File: src/wstd_pkg.sv
// Shared types and constants for the WebSocket text deframer.
package wstd_pkg;

  // Result kinds carried on the output tuser bits.
  typedef enum logic [1:0] {
    KIND_DATA  = 2'd0,
    KIND_EMPTY = 2'd1,
    KIND_ERROR = 2'd2
  } kind_t;

  // Header constants of the frame format.
  localparam logic [3:0] OPCODE_TEXT = 4'h1;
  localparam logic [6:0] LEN_EXT16   = 7'd126;
  localparam logic [6:0] LEN_EXT64   = 7'd127;
  localparam logic [2:0] EXT16_LAST  = 3'd1;
  localparam logic [2:0] EXT64_LAST  = 3'd7;
  localparam logic [2:0] KEY_LAST    = 3'd3;

  // Depth of the queue between parser and output stage.
  localparam int FIFO_DEPTH = 4;
  localparam int FIFO_AW    = $clog2(FIFO_DEPTH);

  // One classified result waiting for the output stage.
  typedef struct packed {
    kind_t       kind;
    logic [7:0]  data;
    logic [7:0]  key;
    logic        last;
  } entry_t;

endpackage

File: src/websocket_text_deframer_unit.sv
// Top level of the WebSocket text frame deframer.
//
// Input channel in_*: one received byte per transaction in in_tdata.
// Output channel out_*: one result per transaction. out_tuser holds the
// kind (payload byte, empty frame complete, or non-text opcode error),
// out_tdata the unmasked payload byte (zero for other kinds) and out_tlast
// marks the result that completes a frame.
// Header bytes produce no result, except the one that ends an empty frame
// or holds a non-text opcode; each payload byte produces one. An accepted
// payload byte is written into the queue, then into the output register.
// Throughput is one byte per cycle while in_tready is high, set by the
// header parser and its 64-bit length counter. A four-entry queue sits
// between the parser and the output register, so the input keeps flowing
// while the receiver stalls until the queue fills; in_tready then drops.
// Reset returns the parser to the first header byte and empties the queue.
// After a non-text opcode the block reports one error result and then
// accepts and drops every byte until reset.
module websocket_text_deframer_unit
  import wstd_pkg::*;
(
  input  logic       clk,
  input  logic       rst_n,
  input  logic       in_tvalid,
  output logic       in_tready,
  input  logic [7:0] in_tdata,   // [7:0] rx_byte
  output logic       out_tvalid,
  input  logic       out_tready,
  output logic [7:0] out_tdata,  // [7:0] payload_byte
  output logic [1:0] out_tuser,  // [1:0] kind
  output logic       out_tlast
);

  logic   in_fire;
  logic   push;
  entry_t push_data;
  logic   pop;
  entry_t pop_data;
  logic   q_full;
  logic   q_empty;

  assign in_tready = !q_full;
  assign in_fire   = in_tvalid && in_tready;

  wstd_front u_front (
    .clk     (clk),
    .rst_n   (rst_n),
    .in_fire (in_fire),
    .in_byte (in_tdata),
    .push_o  (push),
    .entry_o (push_data)
  );

  wstd_fifo u_fifo (
    .clk       (clk),
    .rst_n     (rst_n),
    .push      (push),
    .push_data (push_data),
    .pop       (pop),
    .pop_data  (pop_data),
    .full      (q_full),
    .empty     (q_empty)
  );

  wstd_back u_back (
    .clk        (clk),
    .rst_n      (rst_n),
    .q_empty    (q_empty),
    .q_data     (pop_data),
    .q_pop      (pop),
    .out_tvalid (out_tvalid),
    .out_tready (out_tready),
    .out_tdata  (out_tdata),
    .out_tuser  (out_tuser),
    .out_tlast  (out_tlast)
  );

endmodule

File: src/wstd_front.sv
// Frame header parser: classifies each received byte and queues results.
module wstd_front
  import wstd_pkg::*;
(
  input  logic       clk,
  input  logic       rst_n,
  input  logic       in_fire,
  input  logic [7:0] in_byte,
  output logic       push_o,
  output entry_t     entry_o
);

  typedef enum logic [2:0] {
    PH_HDR0,
    PH_HDR1,
    PH_EXT,
    PH_KEY,
    PH_DATA
  } phase_t;

  phase_t      phase_r, phase_nxt;
  logic        mask_r, mask_nxt;
  logic [63:0] rem_r, rem_nxt;
  logic [2:0]  cnt_r, cnt_nxt;
  logic [31:0] key_r, key_nxt;
  logic [1:0]  kidx_r, kidx_nxt;
  logic        halted_r, halted_nxt;
  logic        long_r, long_nxt;

  logic [63:0] rem_shift;
  logic [2:0]  ext_last;
  logic        rem_le1;

  assign rem_shift = {rem_r[55:0], in_byte};
  assign ext_last  = long_r ? EXT64_LAST : EXT16_LAST;
  assign rem_le1   = (rem_r[63:1] == 63'd0);

  // Next-state and result decode for one accepted byte.
  always_comb begin
    phase_nxt  = phase_r;
    mask_nxt   = mask_r;
    rem_nxt    = rem_r;
    cnt_nxt    = cnt_r;
    key_nxt    = key_r;
    kidx_nxt   = kidx_r;
    halted_nxt = halted_r;
    long_nxt   = long_r;
    push_o     = 1'b0;
    entry_o    = '{kind: KIND_DATA, data: 8'd0, key: 8'd0, last: 1'b0};
    if (in_fire && !halted_r) begin
      unique case (phase_r)
        PH_HDR0: begin
          if (in_byte[3:0] != OPCODE_TEXT) begin
            halted_nxt   = 1'b1;
            push_o       = 1'b1;
            entry_o.kind = KIND_ERROR;
          end else begin
            phase_nxt = PH_HDR1;
          end
        end
        PH_HDR1: begin
          mask_nxt = in_byte[7];
          key_nxt  = 32'd0;
          if (in_byte[6:0] == LEN_EXT16 || in_byte[6:0] == LEN_EXT64) begin
            long_nxt  = (in_byte[6:0] == LEN_EXT64);
            rem_nxt   = 64'd0;
            cnt_nxt   = 3'd0;
            phase_nxt = PH_EXT;
          end else begin
            rem_nxt  = {57'd0, in_byte[6:0]};
            cnt_nxt  = 3'd0;
            kidx_nxt = 2'd0;
            if (in_byte[7]) begin
              phase_nxt = PH_KEY;
            end else if (in_byte[6:0] == 7'd0) begin
              phase_nxt     = PH_HDR0;
              push_o        = 1'b1;
              entry_o.kind  = KIND_EMPTY;
              entry_o.last  = 1'b1;
            end else begin
              phase_nxt = PH_DATA;
            end
          end
        end
        PH_EXT: begin
          rem_nxt = rem_shift;
          if (cnt_r >= ext_last) begin
            cnt_nxt  = 3'd0;
            kidx_nxt = 2'd0;
            if (mask_r) begin
              phase_nxt = PH_KEY;
            end else if (rem_shift == 64'd0) begin
              phase_nxt    = PH_HDR0;
              push_o       = 1'b1;
              entry_o.kind = KIND_EMPTY;
              entry_o.last = 1'b1;
            end else begin
              phase_nxt = PH_DATA;
            end
          end else begin
            cnt_nxt = cnt_r + 3'd1;
          end
        end
        PH_KEY: begin
          key_nxt[8*cnt_r[1:0] +: 8] = in_byte;
          if (cnt_r >= KEY_LAST) begin
            cnt_nxt  = 3'd0;
            kidx_nxt = 2'd0;
            if (rem_r == 64'd0) begin
              phase_nxt    = PH_HDR0;
              push_o       = 1'b1;
              entry_o.kind = KIND_EMPTY;
              entry_o.last = 1'b1;
            end else begin
              phase_nxt = PH_DATA;
            end
          end else begin
            cnt_nxt = cnt_r + 3'd1;
          end
        end
        PH_DATA: begin
          push_o        = 1'b1;
          entry_o.kind  = KIND_DATA;
          entry_o.data  = in_byte;
          entry_o.key   = mask_r ? key_r[8*kidx_r +: 8] : 8'd0;
          entry_o.last  = rem_le1;
          kidx_nxt      = kidx_r + 2'd1;
          if (rem_r != 64'd0) begin
            rem_nxt = rem_r - 64'd1;
          end
          if (rem_le1) begin
            phase_nxt = PH_HDR0;
            kidx_nxt  = 2'd0;
          end
        end
        default: begin
          phase_nxt = PH_HDR0;
        end
      endcase
    end
  end

  // Parser state registers.
  always_ff @(posedge clk) begin
    if (!rst_n) begin
      phase_r  <= PH_HDR0;
      mask_r   <= 1'b0;
      rem_r    <= 64'd0;
      cnt_r    <= 3'd0;
      key_r    <= 32'd0;
      kidx_r   <= 2'd0;
      halted_r <= 1'b0;
      long_r   <= 1'b0;
    end else begin
      phase_r  <= phase_nxt;
      mask_r   <= mask_nxt;
      rem_r    <= rem_nxt;
      cnt_r    <= cnt_nxt;
      key_r    <= key_nxt;
      kidx_r   <= kidx_nxt;
      halted_r <= halted_nxt;
      long_r   <= long_nxt;
    end
  end

  // Once halted, the parser never queues another result.
  a_halt_silent: assert property (@(posedge clk) disable iff (!rst_n)
    halted_r |-> !push_o) else $error("result queued after opcode error");

  // The last payload byte of a frame returns the parser to the first header byte.
  a_last_to_hdr0: assert property (@(posedge clk) disable iff (!rst_n)
    push_o && entry_o.kind == KIND_DATA && entry_o.last |=> phase_r == PH_HDR0)
    else $error("parser did not return to header after frame end");

endmodule

File: src/wstd_fifo.sv
// Short queue of classified results between parser and output stage.
module wstd_fifo
  import wstd_pkg::*;
(
  input  logic   clk,
  input  logic   rst_n,
  input  logic   push,
  input  entry_t push_data,
  input  logic   pop,
  output entry_t pop_data,
  output logic   full,
  output logic   empty
);

  entry_t               mem_r [FIFO_DEPTH];
  logic [FIFO_AW-1:0]   wr_ptr_r;
  logic [FIFO_AW-1:0]   rd_ptr_r;
  logic [FIFO_AW:0]     count_r;

  assign full     = (count_r == (FIFO_AW+1)'(FIFO_DEPTH));
  assign empty    = (count_r == '0);
  assign pop_data = mem_r[rd_ptr_r];

  // Entry storage; no reset is needed for the payload.
  always_ff @(posedge clk) begin
    if (push) begin
      mem_r[wr_ptr_r] <= push_data;
    end
  end

  // Pointers and fill count.
  always_ff @(posedge clk) begin
    if (!rst_n) begin
      wr_ptr_r <= '0;
      rd_ptr_r <= '0;
      count_r  <= '0;
    end else begin
      if (push) begin
        wr_ptr_r <= wr_ptr_r + 1'b1;
      end
      if (pop) begin
        rd_ptr_r <= rd_ptr_r + 1'b1;
      end
      count_r <= count_r + (FIFO_AW+1)'(push) - (FIFO_AW+1)'(pop);
    end
  end

  a_no_overflow: assert property (@(posedge clk) disable iff (!rst_n)
    full |-> !push) else $error("push into full queue");

  a_no_underflow: assert property (@(posedge clk) disable iff (!rst_n)
    empty |-> !pop) else $error("pop from empty queue");

  a_count_range: assert property (@(posedge clk) disable iff (!rst_n)
    count_r <= (FIFO_AW+1)'(FIFO_DEPTH)) else $error("queue count out of range");

endmodule

File: src/wstd_back.sv
// Output stage: unmasks queued payload bytes into the output register.
module wstd_back
  import wstd_pkg::*;
(
  input  logic       clk,
  input  logic       rst_n,
  input  logic       q_empty,
  input  entry_t     q_data,
  output logic       q_pop,
  output logic       out_tvalid,
  input  logic       out_tready,
  output logic [7:0] out_tdata,
  output logic [1:0] out_tuser,
  output logic       out_tlast
);

  logic       valid_r;
  logic [7:0] data_r;
  kind_t      kind_r;
  logic       last_r;

  // Load a new result whenever the register is empty or being drained.
  assign q_pop = !q_empty && (!valid_r || out_tready);

  always_ff @(posedge clk) begin
    if (!rst_n) begin
      valid_r <= 1'b0;
    end else if (q_pop) begin
      valid_r <= 1'b1;
    end else if (out_tready) begin
      valid_r <= 1'b0;
    end
  end

  // Result payload: key byte is zero for unmasked frames and non-data kinds.
  always_ff @(posedge clk) begin
    if (q_pop) begin
      data_r <= q_data.data ^ q_data.key;
      kind_r <= q_data.kind;
      last_r <= q_data.last;
    end
  end

  assign out_tvalid = valid_r;
  assign out_tdata  = data_r;
  assign out_tuser  = kind_r;
  assign out_tlast  = last_r;

  a_pop_fills: assert property (@(posedge clk) disable iff (!rst_n)
    q_pop |=> valid_r) else $error("popped entry not presented");

endmodule
File: config.mk
export PLATFORM = sky130hd
export DESIGN_NAME = websocket_text_deframer_unit
export DESIGN_NICKNAME = d
export VERILOG_FILES = /design/src/wstd_pkg.sv /design/src/websocket_text_deframer_unit.sv /design/src/wstd_front.sv /design/src/wstd_fifo.sv /design/src/wstd_back.sv
export SDC_FILE = /design/constraint.sdc
export NUM_CORES = 1
export LEC_CHECK = 0
export BUFFER_PORTS_ARGS = -buffer_cell sky130_fd_sc_hd__buf_2
export CORE_ASPECT_RATIO = 1.75
export CORE_MARGIN = 8
export CORE_UTILIZATION = 30
export DETAILED_ROUTE_END_ITERATION = 16
export PLACE_DENSITY = 0.42
export SYNTH_ARGS = -nofsm -noshare
export SYNTH_HDL_FRONTEND = slang
export SYNTH_SLANG_ARGS = --single-unit
export TNS_END_PERCENT = 20
File: constraint.sdc
create_clock -name clk -period 9.2 [get_ports clk]
set_input_delay 0 -clock clk [delete_from_list [all_inputs] [get_ports clk]]
set_output_delay 0 -clock clk [all_outputs]
set_load 0.01 [all_outputs]
==> impl_metrics.json, run 1 <==
{
  "clockBufferDepth": 3,
  "fin_cells": 1532,
  "finalSetupViolations": 0,
  "grt_max_degree": 74,
  "grtUsageMet3": 0.0158,
  "grt_pass1_wl_um": 50400,
  "rsz0062_at_grt": "false",
  "met1_usage": 0.159,
  "ctsRootBufferMaster": "clkbuf_16",
  "synth_cell_type_count": 69,
  "busiest_layer": "met2",
  "drive_gt1_frac": 0.105,
  "vias": 8288,
  "syn_nets": 1092,
  "crit_type": "reg2reg",
  "ys_seq_area_frac": 0.485,
  "grt_antenna_before_repair": 0,
  "status": "completed",
  "coreArea_mm2": 0.0336,
  "endpoint_kind": "flip-flop",
  "finalCriticalPeriod_ps": 4280,
  "via_per_inst": 5.41,
  "portBuffers": 24,
  "required_ps": 9580,
  "rows": 89,
  "cts_tree": "built",
  "hp-class": "in2reg",
  "maxSlewHeadroom": 0.279,
  "drc_errors": 0,
  "dp_hpwl_um": 22500,
  "hold_violations": 0,
  "synthArstFlopShare": 0,
  "multiInputGateArea_mm2": 0.00488,
  "first_iter_violations": 452,
  "p_leak_nw": 3.82,
  "overflow": 0,
  "die_y_um": 260,
  "cts_resized": 0,
  "synth_top_area_frac": 0.256,
  "n_fill_cell": 3529,
  "tns_ps": 0,
  "synthTopCellsByArea": "edfxtp_1 (26%), dfxtp_1 (23%), a21oi_1 (5.0%)",
  "fin_skew_ps": 23.1,
  "synth_most_common_cell": "dfxtp_1",
  "ios": 25,
  "cp_max_fo": 12,
  "ant_nets": 0,
  "finalMaxSlewViolations": 0,
  "syn_avg_cell_area_um2": 9.62,
  "gp_congestion": 0.832,
  "synth_common_cells": "dfxtp_1 (117), a21oi_1 (103), nand2_1 (99), edfxtp_1 (87), nor2_1 (82)",
  "synth_edf_count": 87,
  "wl_per_cell_um": 21.0,
  "regArea_mm2": 0.00495,
  "yosys_warnings": 0,
  "setup.worst_path.start_class": "flip-flop",
  "clock_latency_ps": 530,
  "dr.pass1.iters": 5,
  "clock-sinks": 204,
  "initial_utilization": 0.304,
  "cp.arrival_ps": 4660,
  "grtUsageTotal": 0.160,
  "synthesis.area_mm2": 0.0102,
  "vdd_drop_max_uv": 151,
  "dp.cells": 1483,
  "max_freq_ghz": 0.234,
  "pwr_density_cell_mw_per_mm2": 203,
  "grt.met2_usage": 0.321,
  "synthFlopType": "dfxtp_1",
  "die_x_um": 156,
  "nets": 1090,
  "ys_seq_elements": 204,
  "postSynthCellCount": 1063,
  "areaGrowthSynthToFinish_pct": 13.9,
  "maxCapViolCount": 0,
  "grt_pass1_vias": 8679,
  "yosys.area.top_type": "edfxtp_1",
  "wl_um": 32100,
  "worst_pin_slew_ps": 1070,
  "h-tree-depth": 1,
  "dieArea_mm2": 0.0405,
  "antennaDiodeCount": 0,
  "cts_buffers": 22,
  "clkTransAtPathRegs_ps": 70,
  "finalCritPeriodShare": 0.465
}
metrics by stage:
step / power (mW) / setup slack (ps) / instance area, µm² / utilization / hold slack [ps]
finish: 2.37 / 4920 / 11600 / 0.346 / 105
global placement: 1.36 / 4940 / 10700 / 0.318 / 300
CTS: 2.42 / 4890 / 11600 / 0.346 / 74.6
global route: 2.47 / 4540 / 11600 / 0.346 / 119
floorplan: 1.26 / 5890 / 10200 / - / 152
detailed placement: 1.36 / 4910 / 10700 / 0.318 / 308
layout make-up:
type,instances,share of cell area
clock buffers,28,0.0509
well taps,455,0.0489
clock inverters,12,0.0214
multi-input cells,761,0.419
inverters,29,0.00935
repair buffers,43,0.0245
flip-flops and latches,204,0.426
metal layers:
metal / part of all wire / vias up / wire [µm]
li1: - / 3976 / -
met1: 0.36 / 4077 / 11700
met2: 0.57 / 153 / 18300
met3: 0.026 / 82 / 840
met4: 0.042 / 0 / 1330
met5: 0 / - / 0
kinds of logic (layout without fill, tap and decap cells):
group | count (synthesis) | count (layout) | synth area share
AND/OR/NAND/NOR | 375 | 375 | 0.186
AO/OA/AOI/OAI | 302 | 302 | 0.183
flip-flops | 204 | 204 | 0.485
buffers and inverters | 98 | 112 | 0.0411
XOR/XNOR | 42 | 42 | 0.0360
multiplexers | 25 | 25 | 0.0477
adder cells (fa/ha/maj) | 17 | 17 | 0.0215
critical path, stage by stage (launching register included):
cell     delay (ps)
dfxtp_1         370
nor3_1          480
nand4_1         630
nor4_4          720
a41oi_1         230
a21oi_2         360
inv_1            80
ha_1            290
inv_1            50
ha_1            120
inv_1            40
fa_1            380
xor2_1          170
xnor2_1         130
nor2_1           50
sequential cells by signal, indices dropped and copies added, names as in the netlist, named ones only:
register,flops
u_front.phase_r,3
u_back.out_tvalid,1
u_fifo.count_r,3
u_back.out_tdata,8
u_front.halted_r,1
u_fifo.wr_ptr_r,2
u_front.kidx_r,2
u_front.long_r,1
u_back.out_tuser,2
u_front.cnt_r,3
u_front.rem_r,64
u_front.mask_r,1
u_back.out_tlast,1
u_front.key_r,32
u_fifo.mem_r,76
u_fifo.rd_ptr_r,2
power by group:
group          internal [mW]  switching [mW]
clock network          0.655           0.383
registers               1.03          0.0462
logic                  0.110           0.141
total                   1.80           0.570
cell usage in the layout (no fill, tap or decap), types with 4 or more instances in the layout:
cell	count
and3_1	8
o21ai_0	59
a32o_1	9
a21o_1	8
a21oi_1	102
and2_1	16
a32oi_1	9
clkbuf_16	22
nor4_1	19
nand3_1	41
a22o_1	7
a31oi_1	19
dlygate4sd3_1	9
nand3b_1	5
xor2_1	38
nand2_1	98
clkbuf_1	4
ha_1	16
a211oi_1	5
dfxtp_1	117
edfxtp_1	87
o21a_1	5
mux4_2	19
nor4_2	6
buf_2	24
o21ai_1	10
nor3_1	50
mux2i_1	6
nor3b_1	4
a221oi_1	6
buf_4	10
a22oi_1	18
inv_1	28
nand4_1	14
xnor2_1	4
o211ai_1	25
nor2_1	82
or4_1	5
bufinv_16	7
final timing paths:
path	start	endpoint	slack (ps)	cells past startpoint
setup / recovery	u_front.rem_r[13]$_SDFFE_PN0P_	u_fifo.count_r[2]$_SDFF_PN0_	4920	14
hold / removal	rst_n	u_front.halted_r$_SDFFE_PN0P_	100	3
hold reg to reg	u_front.key_r[31]$_SDFFE_PN0P_	u_front.key_r[31]$_SDFFE_PN0P_	450	2
setup reg to reg	u_front.rem_r[13]$_SDFFE_PN0P_	u_fifo.count_r[2]$_SDFF_PN0_	4920	14
timing repair:
item                      4_1_cts  5_1_grt
setup buffers                   0        0
hold endpoints to repair       44        0
hold buffers                    9        0
No activity file was read; power rests on OpenSTA's default activity.
==> inputs of run 2 (changes only) <==
Settings changed: PLACE_DENSITY 0.42 to 0.44.
Clock period 9.2 ns to 3.7 ns, I/O delays scaled along.
==> run 2 against run 1 <==
Effect of this change:
- core utilization up 0.85 points
- global-route usage up 0.22 points
- flip-flop and latch count unchanged
- setup slack worse by 4600 ps
- non-clock buffer count up 51
- total power up 140%
- final cell count up 3.2%
- critical path type unchanged
- clock skew down 9.3 ps
==> impl_metrics.json, run 2 (synthesis results as in run 1) <==
{
  "wl_met1_um": 11600,
  "cts_tree": "built",
  "max_freq_ghz": 0.296,
  "first_iter_violations": 486,
  "met2_length_um": 18300,
  "endpoint_kind": "flip-flop",
  "top_register": "u_fifo.mem_r",
  "cts_buffers": 21,
  "finalSetupViolations": 0,
  "coreArea_mm2": 0.0336,
  "overflow": 0,
  "grt_pass1_wl_um": 51000,
  "initial_utilization": 0.304,
  "critPathMaxStageDelay_ps": 470,
  "nets": 1140,
  "dieArea_mm2": 0.0405,
  "clockBufferDepth": 3,
  "portBuffers": 24,
  "whs_path_depth": 4,
  "crit_cells": 14,
  "total_power_mw": 5.64,
  "met3_length_um": 831,
  "path_buf_inv": 3,
  "highest_layer": "met4",
  "grt_max_degree": 56,
  "clock-sinks": 204,
  "finalCriticalPeriod_ps": 3380,
  "rows": 89,
  "clkTransAtPathRegs_ps": 70,
  "ant_nets": 0,
  "grt_pass1_vias": 8813,
  "cp_slowest_cell": "nor4_4",
  "grtUsageTotal": 0.162,
  "gp_congestion": 0.825,
  "finalMaxSlewViolations": 0,
  "final_cell_mix": "dfxtp_1 (117), a21oi_1 (102), nand2_1 (98)",
  "ios": 25,
  "cts_setup_buffers": 0,
  "pwr_density_cell_mw_per_mm2": 473,
  "wl_um": 32300,
  "path_common_cell": "inv_1",
  "cp_cell_sequence": "nor3_1 > nand4_1 > nor4_4 > a41oi_1 > a21oi_2 > inv_1 > ha_1 > inv_1 > ha_1 > inv_1 > fa_1 > xor2_1 > xnor2_1 > nor2_1",
  "path_delay_family": "simple AND/OR/NAND/NOR gates",
  "clock_latency_ps": 510,
  "cp_max_fo": 6,
  "worst_pin_slew_ps": 895,
  "vias": 8453,
  "setup.worst_path.start_class": "flip-flop",
  "dr.pass1.iters": 5,
  "die_x_um": 156,
  "dp_hpwl_um": 23300,
  "ff2ff_path_depth": 14,
  "vdd_drop_max_uv": 190,
  "rsz0062_at_grt": "false",
  "status": "completed",
  "required_ps": 4090,
  "maxSlewHeadroom": 0.403,
  "hold_violations": 0,
  "maxCapViolCount": 0,
  "via_per_inst": 5.35,
  "tns_ps": 0,
  "largest_reg_flops": 76,
  "h-tree-depth": 1,
  "ctsRootBufferMaster": "clkbuf_16",
  "die_y_um": 260,
  "antennaDiodeCount": 0,
  "largestRegisters": "u_fifo.mem_r x76, u_front.rem_r x64, u_front.key_r x32",
  "drc_errors": 0,
  "areaGrowthSynthToFinish_pct": 16.7,
  "grt_antenna_before_repair": 0,
  "drive_gt1_frac": 0.140,
  "final_common_cell": "dfxtp_1",
  "fin_skew_ps": 13.8,
  "hp-class": "in2reg",
  "cp.arrival_ps": 3770,
  "wl_per_cell_um": 20.4,
  "crit_type": "reg2reg",
  "finalCritPeriodShare": 0.913,
  "p_leak_nw": 4.02
}
==> run 2: worst paths after layout <==
path,end,startpoint,slack (ps)
hold reg to reg,u_front.key_r[25]$_SDFFE_PN0P_,u_front.key_r[25]$_SDFFE_PN0P_,450
setup / recovery,u_fifo.count_r[2]$_SDFF_PN0_,u_front.rem_r[11]$_SDFFE_PN0P_,320
setup reg to reg,u_fifo.count_r[2]$_SDFF_PN0_,u_front.rem_r[11]$_SDFFE_PN0P_,320
hold / removal,u_front.key_r[0]$_SDFFE_PN0P_,in_tdata[0],10
==> run 2: power by group <==
| group | internal [mW] | total (mW) | leakage [nW] | switching [mW] |
|---|---|---|---|---|
| logic | 0.302 | 0.664 | 1.91 | 0.361 |
| registers | 2.56 | 2.67 | 1.76 | 0.114 |
| clock network | 1.40 | 2.31 | 0.350 | 0.911 |
==> run 2: timing repair <==
item / CTS / global route
resized for setup: 0 / 0
hold buffers: 8 / 0
endpoints found under the hold margin: 34 / 0
==> run 2: layout make-up <==
cell class,count,area (µm²)
clock buffer,26,544
clock inverter,12,184
fill,3423,21700
inverter,29,109
multi-input combinational,761,4880
sequential,204,4950
tap,455,569
timing repair buffer,94,691
==> run 2: worst reg2reg max path: stages (launching register included) <==
cell	delay (ps)
dfxtp_1	360
nor3_1	400
nand4_1	310
nor4_4	470
a41oi_1	190
a21oi_2	230
inv_1	70
ha_1	280
inv_1	50
ha_1	140
inv_1	50
fa_1	360
xor2_1	180
xnor2_1	130
nor2_1	50
==> run 2: per-stage QoR <==
step / area (µm²) / util / hold slack (ps) / setup slack (ps) / cells
6_report: 11900 / 0.355 / 12.2 / 322 / 1581
5_1_grt: 11900 / 0.355 / 34.9 / 15.7 / 1581
3_3_place_gp: 11100 / 0.331 / 291 / 274 / 1535
2_1_floorplan: 10200 / - / 152 / 392 / 1063
4_1_cts: 11900 / 0.355 / 0.668 / 254 / 1581
3_5_place_dp: 11100 / 0.331 / 293 / 272 / 1535
==> run 2: routing by layer <==
layer,vias up,track usage
li1,4076,-
met5,-,0
met1,4160,0.158
met2,139,0.325
met4,0,0.0834
met3,78,0.0181
==> inputs of run 3 (changes only) <==
Settings changed: CTS_BUF_LIST set to sky130_fd_sc_hd__clkbuf_8, SYNTH_HIERARCHICAL set to 1.
==> run 3 against run 2 <==
Effect of this change:
- non-clock buffer count is 10 higher
- maximum frequency is 1.0% lower
- clock-buffer cell count is 16 higher
- sequential share of layout area is 1.4 points lower
- die area is 2.8% higher
- synthesized cell count is 0.38% lower
- core utilization is 0.18 points lower
- clock power is 6% lower
- via count is 5.3% higher
- area after synthesis is 3.1% higher
- critical path type unchanged
==> impl_metrics.json, run 3 <==
{
  "rows": 91,
  "largest_reg_flops": 76,
  "path_delay_family": "simple AND/OR/NAND/NOR gates",
  "portBuffers": 24,
  "grt_max_degree": 58,
  "final_common_cell": "dfxtp_1",
  "hold_violations": 0,
  "yosys_warnings": 6,
  "synthSimpleGateAreaFrac": 0.205,
  "cp_max_fo": 7,
  "grtUsageMet3": 0.0224,
  "synthFlopType": "dfxtp_1",
  "dieArea_mm2": 0.0416,
  "top_register": "u_fifo/mem_r",
  "largestRegisters": "u_fifo/mem_r x76, u_front/rem_r x64, u_front/key_r x32",
  "finalMaxSlewViolations": 0,
  "tns_ps": 0,
  "ys_seq_area_frac": 0.470,
  "finalCriticalPeriod_ps": 3410,
  "met1_usage": 0.167,
  "synth_top_family_by_area": "simple AND/OR/NAND/NOR gates",
  "drive_gt1_frac": 0.171,
  "finalCritPeriodShare": 0.923,
  "maxSlewHeadroom": 0.366,
  "wl_per_cell_um": 22.5,
  "status": "completed",
  "initial_utilization": 0.302,
  "synth_top_area_frac": 0.248,
  "required_ps": 4130,
  "die_y_um": 264,
  "grt_antenna_before_repair": 0,
  "cts_tree": "built",
  "p_leak_nw": 4.42,
  "h-tree-depth": 2,
  "synth_edf_count": 87,
  "critPathMaxStageDelay_ps": 550,
  "pwr_density_cell_mw_per_mm2": 478,
  "coreArea_mm2": 0.0350,
  "p_clk_frac": 0.369,
  "grt.met2_usage": 0.339,
  "synth-compound-area-share": 0.182,
  "postSynthCellCount": 1059,
  "yosys.area.top_type": "edfxtp_1",
  "cp_slowest_cell": "or4_4",
  "synth_cell_type_count": 83,
  "gp_congestion": 0.934,
  "postPlaceCellArea_mm2": 0.0115,
  "netSwitchingFraction": 0.287,
  "grt_pass1_vias": 9242,
  "synth_most_common_cell": "dfxtp_1",
  "ys_seq_elements": 204,
  "drc_errors": 0,
  "via_per_inst": 5.50,
  "busiest_layer": "met2",
  "syn_avg_cell_area_um2": 9.95,
  "internal_power_mw": 4.21,
  "synthesis.area_mm2": 0.0105,
  "final_cell_mix": "dfxtp_1 (117), nor2_1 (113), edfxtp_1 (87)",
  "combinationalPowerShare": 0.180,
  "endpoint_kind": "flip-flop",
  "overflow": 0,
  "synth_xor_area_frac": 0.0155,
  "synthAdderAreaFrac": 0.0209,
  "dp_hpwl_um": 26000,
  "fin_skew_ps": 35.6,
  "cts_buffers": 36,
  "synthTopCellsByArea": "edfxtp_1 (25%), dfxtp_1 (22%), nor2_1 (4.1%)",
  "synth.area.mux_share": 0.0666,
  "nets": 1159,
  "clkTransAtPathRegs_ps": 60,
  "design_area_mm2": 0.0123,
  "cp_cell_sequence": "or3_1 > or4_4 > nor4_4 > nand3_1 > o311a_1 > a21oi_1 > buf_4 > ha_1 > fa_1 > and2_1",
  "synth_common_cells": "dfxtp_1 (117), nor2_1 (114), edfxtp_1 (87), a21oi_1 (81), nand2_1 (76)",
  "max_freq_ghz": 0.293,
  "finalSetupViolations": 0,
  "grt_pass1_wl_um": 55600,
  "dr.pass1.iters": 4,
  "cp.arrival_ps": 3850,
  "ctsRootBufferMaster": "clkbuf_8",
  "clock_latency_ps": 560,
  "hp-class": "in2reg",
  "maxCapViolCount": 0,
  "grtUsageTotal": 0.176,
  "ant_nets": 0,
  "vdd_drop_max_uv": 202,
  "rsz0062_at_grt": "false",
  "ios": 25,
  "power_switching_mw": 1.69,
  "syn_nets": 1088,
  "clock-sinks": 204,
  "synthArstFlopShare": 0,
  "wl_um": 36400,
  "areaGrowthSynthToFinish_pct": 17.0,
  "worst_pin_slew_ps": 949,
  "first_iter_violations": 507,
  "seq_power_share": 0.451,
  "vias": 8902,
  "setup.worst_path.start_class": "flip-flop",
  "antennaDiodeCount": 0,
  "clockBufferDepth": 3,
  "die_x_um": 158,
  "path_buf_inv": 1,
  "crit_type": "reg2reg"
}
## run 3: changes by cell type after synthesis, moves of 18 or more
| cell | delta |
|---|---|
| a21oi_1 | -22 |
| nand2_1 | -23 |
| nand3_1 | -18 |
| nor2_1 | +32 |
| o211ai_1 | -18 |
| xor2_1 | -27 |
## run 3: kinds of logic (layout without fill, tap and decap cells)
group / after synthesis / count (layout)
AND/OR/NAND/NOR: 401 / 401
AO/OA/AOI/OAI: 289 / 289
flip-flops: 204 / 204
buffers and inverters: 98 / 194
multiplexers: 33 / 33
adder cells (fa/ha/maj): 17 / 17
XOR/XNOR: 17 / 17
## run 3: cell type report
| type | instances | area [µm²] |
|---|---|---|
| Inverter | 27 | 103 |
| Multi-Input combinational cell | 757 | 5190 |
| Fill cell | 3616 | 22600 |
| Clock buffer | 42 | 578 |
| Tap cell | 465 | 582 |
| Timing Repair Buffer | 104 | 768 |
| Sequential cell | 204 | 4950 |
| Clock inverter | 21 | 155 |
## run 3: tightest hold or removal path: cells and delay by family
| kind | cells | cell delay, ps |
|---|---|---|
| AOI/OAI and AO/OA | 1 | 170 |
| buffers and inverters | 2 | 380 |
## run 3: timing repair
action / in CTS / in global routing
gates resized for setup: 0 / 0
endpoints found under the setup margin: 0 / 0
setup buffers: 0 / 0
hold buffers: 9 / 0
hold endpoints to repair: 56 / 0
## run 3: power by group through the flow
stage          registers [mW]  logic [mW]  clock network, mW
2_1_floorplan            2.71       0.707                  0
3_3_place_gp             2.71        1.08                  0
3_5_place_dp             2.72        1.08                  0
4_1_cts                  2.67        1.09               2.27
5_1_grt                  2.68        1.17               2.36
6_report                 2.66        1.06               2.18
## run 3: final timing paths
kind | start | endpoint | slack, ps | depth (start not counted)
max | u_front/rem_r[53]$_SDFFE_PN0P_ | u_fifo/count_r[1]$_SDFF_PN0_ | 290 | 10
min | rst_n | u_front/rem_r[10]$_SDFFE_PN0P_ | 60 | 3
min reg2reg | u_front/rem_r[52]$_SDFFE_PN0P_ | u_front/rem_r[52]$_SDFFE_PN0P_ | 470 | 2
max reg2reg | u_front/rem_r[53]$_SDFFE_PN0P_ | u_fifo/count_r[1]$_SDFF_PN0_ | 290 | 10
## run 3: through the flow
stage | instances | total power, mW | setup slack [ps] | utilization | hold slack [ps]
floorplan | 1059 | 3.42 | 397 | - | 122
global placement | 1548 | 3.79 | 334 | 0.329 | 323
detailed placement | 1548 | 3.80 | 324 | 0.329 | 316
CTS | 1620 | 6.03 | 305 | 0.353 | 33.7
global route | 1620 | 6.21 | 177 | 0.353 | 55.6
finish | 1620 | 5.90 | 286 | 0.353 | 58.9
## run 3: layer usage
layer | vias up | wire (µm) | share of wire
met5 | - | 0 | 0
met4 | 0 | 2430 | 0.067
met3 | 112 | 1110 | 0.030
met2 | 221 | 20600 | 0.57
met1 | 4372 | 12300 | 0.34
li1 | 4197 | - | -
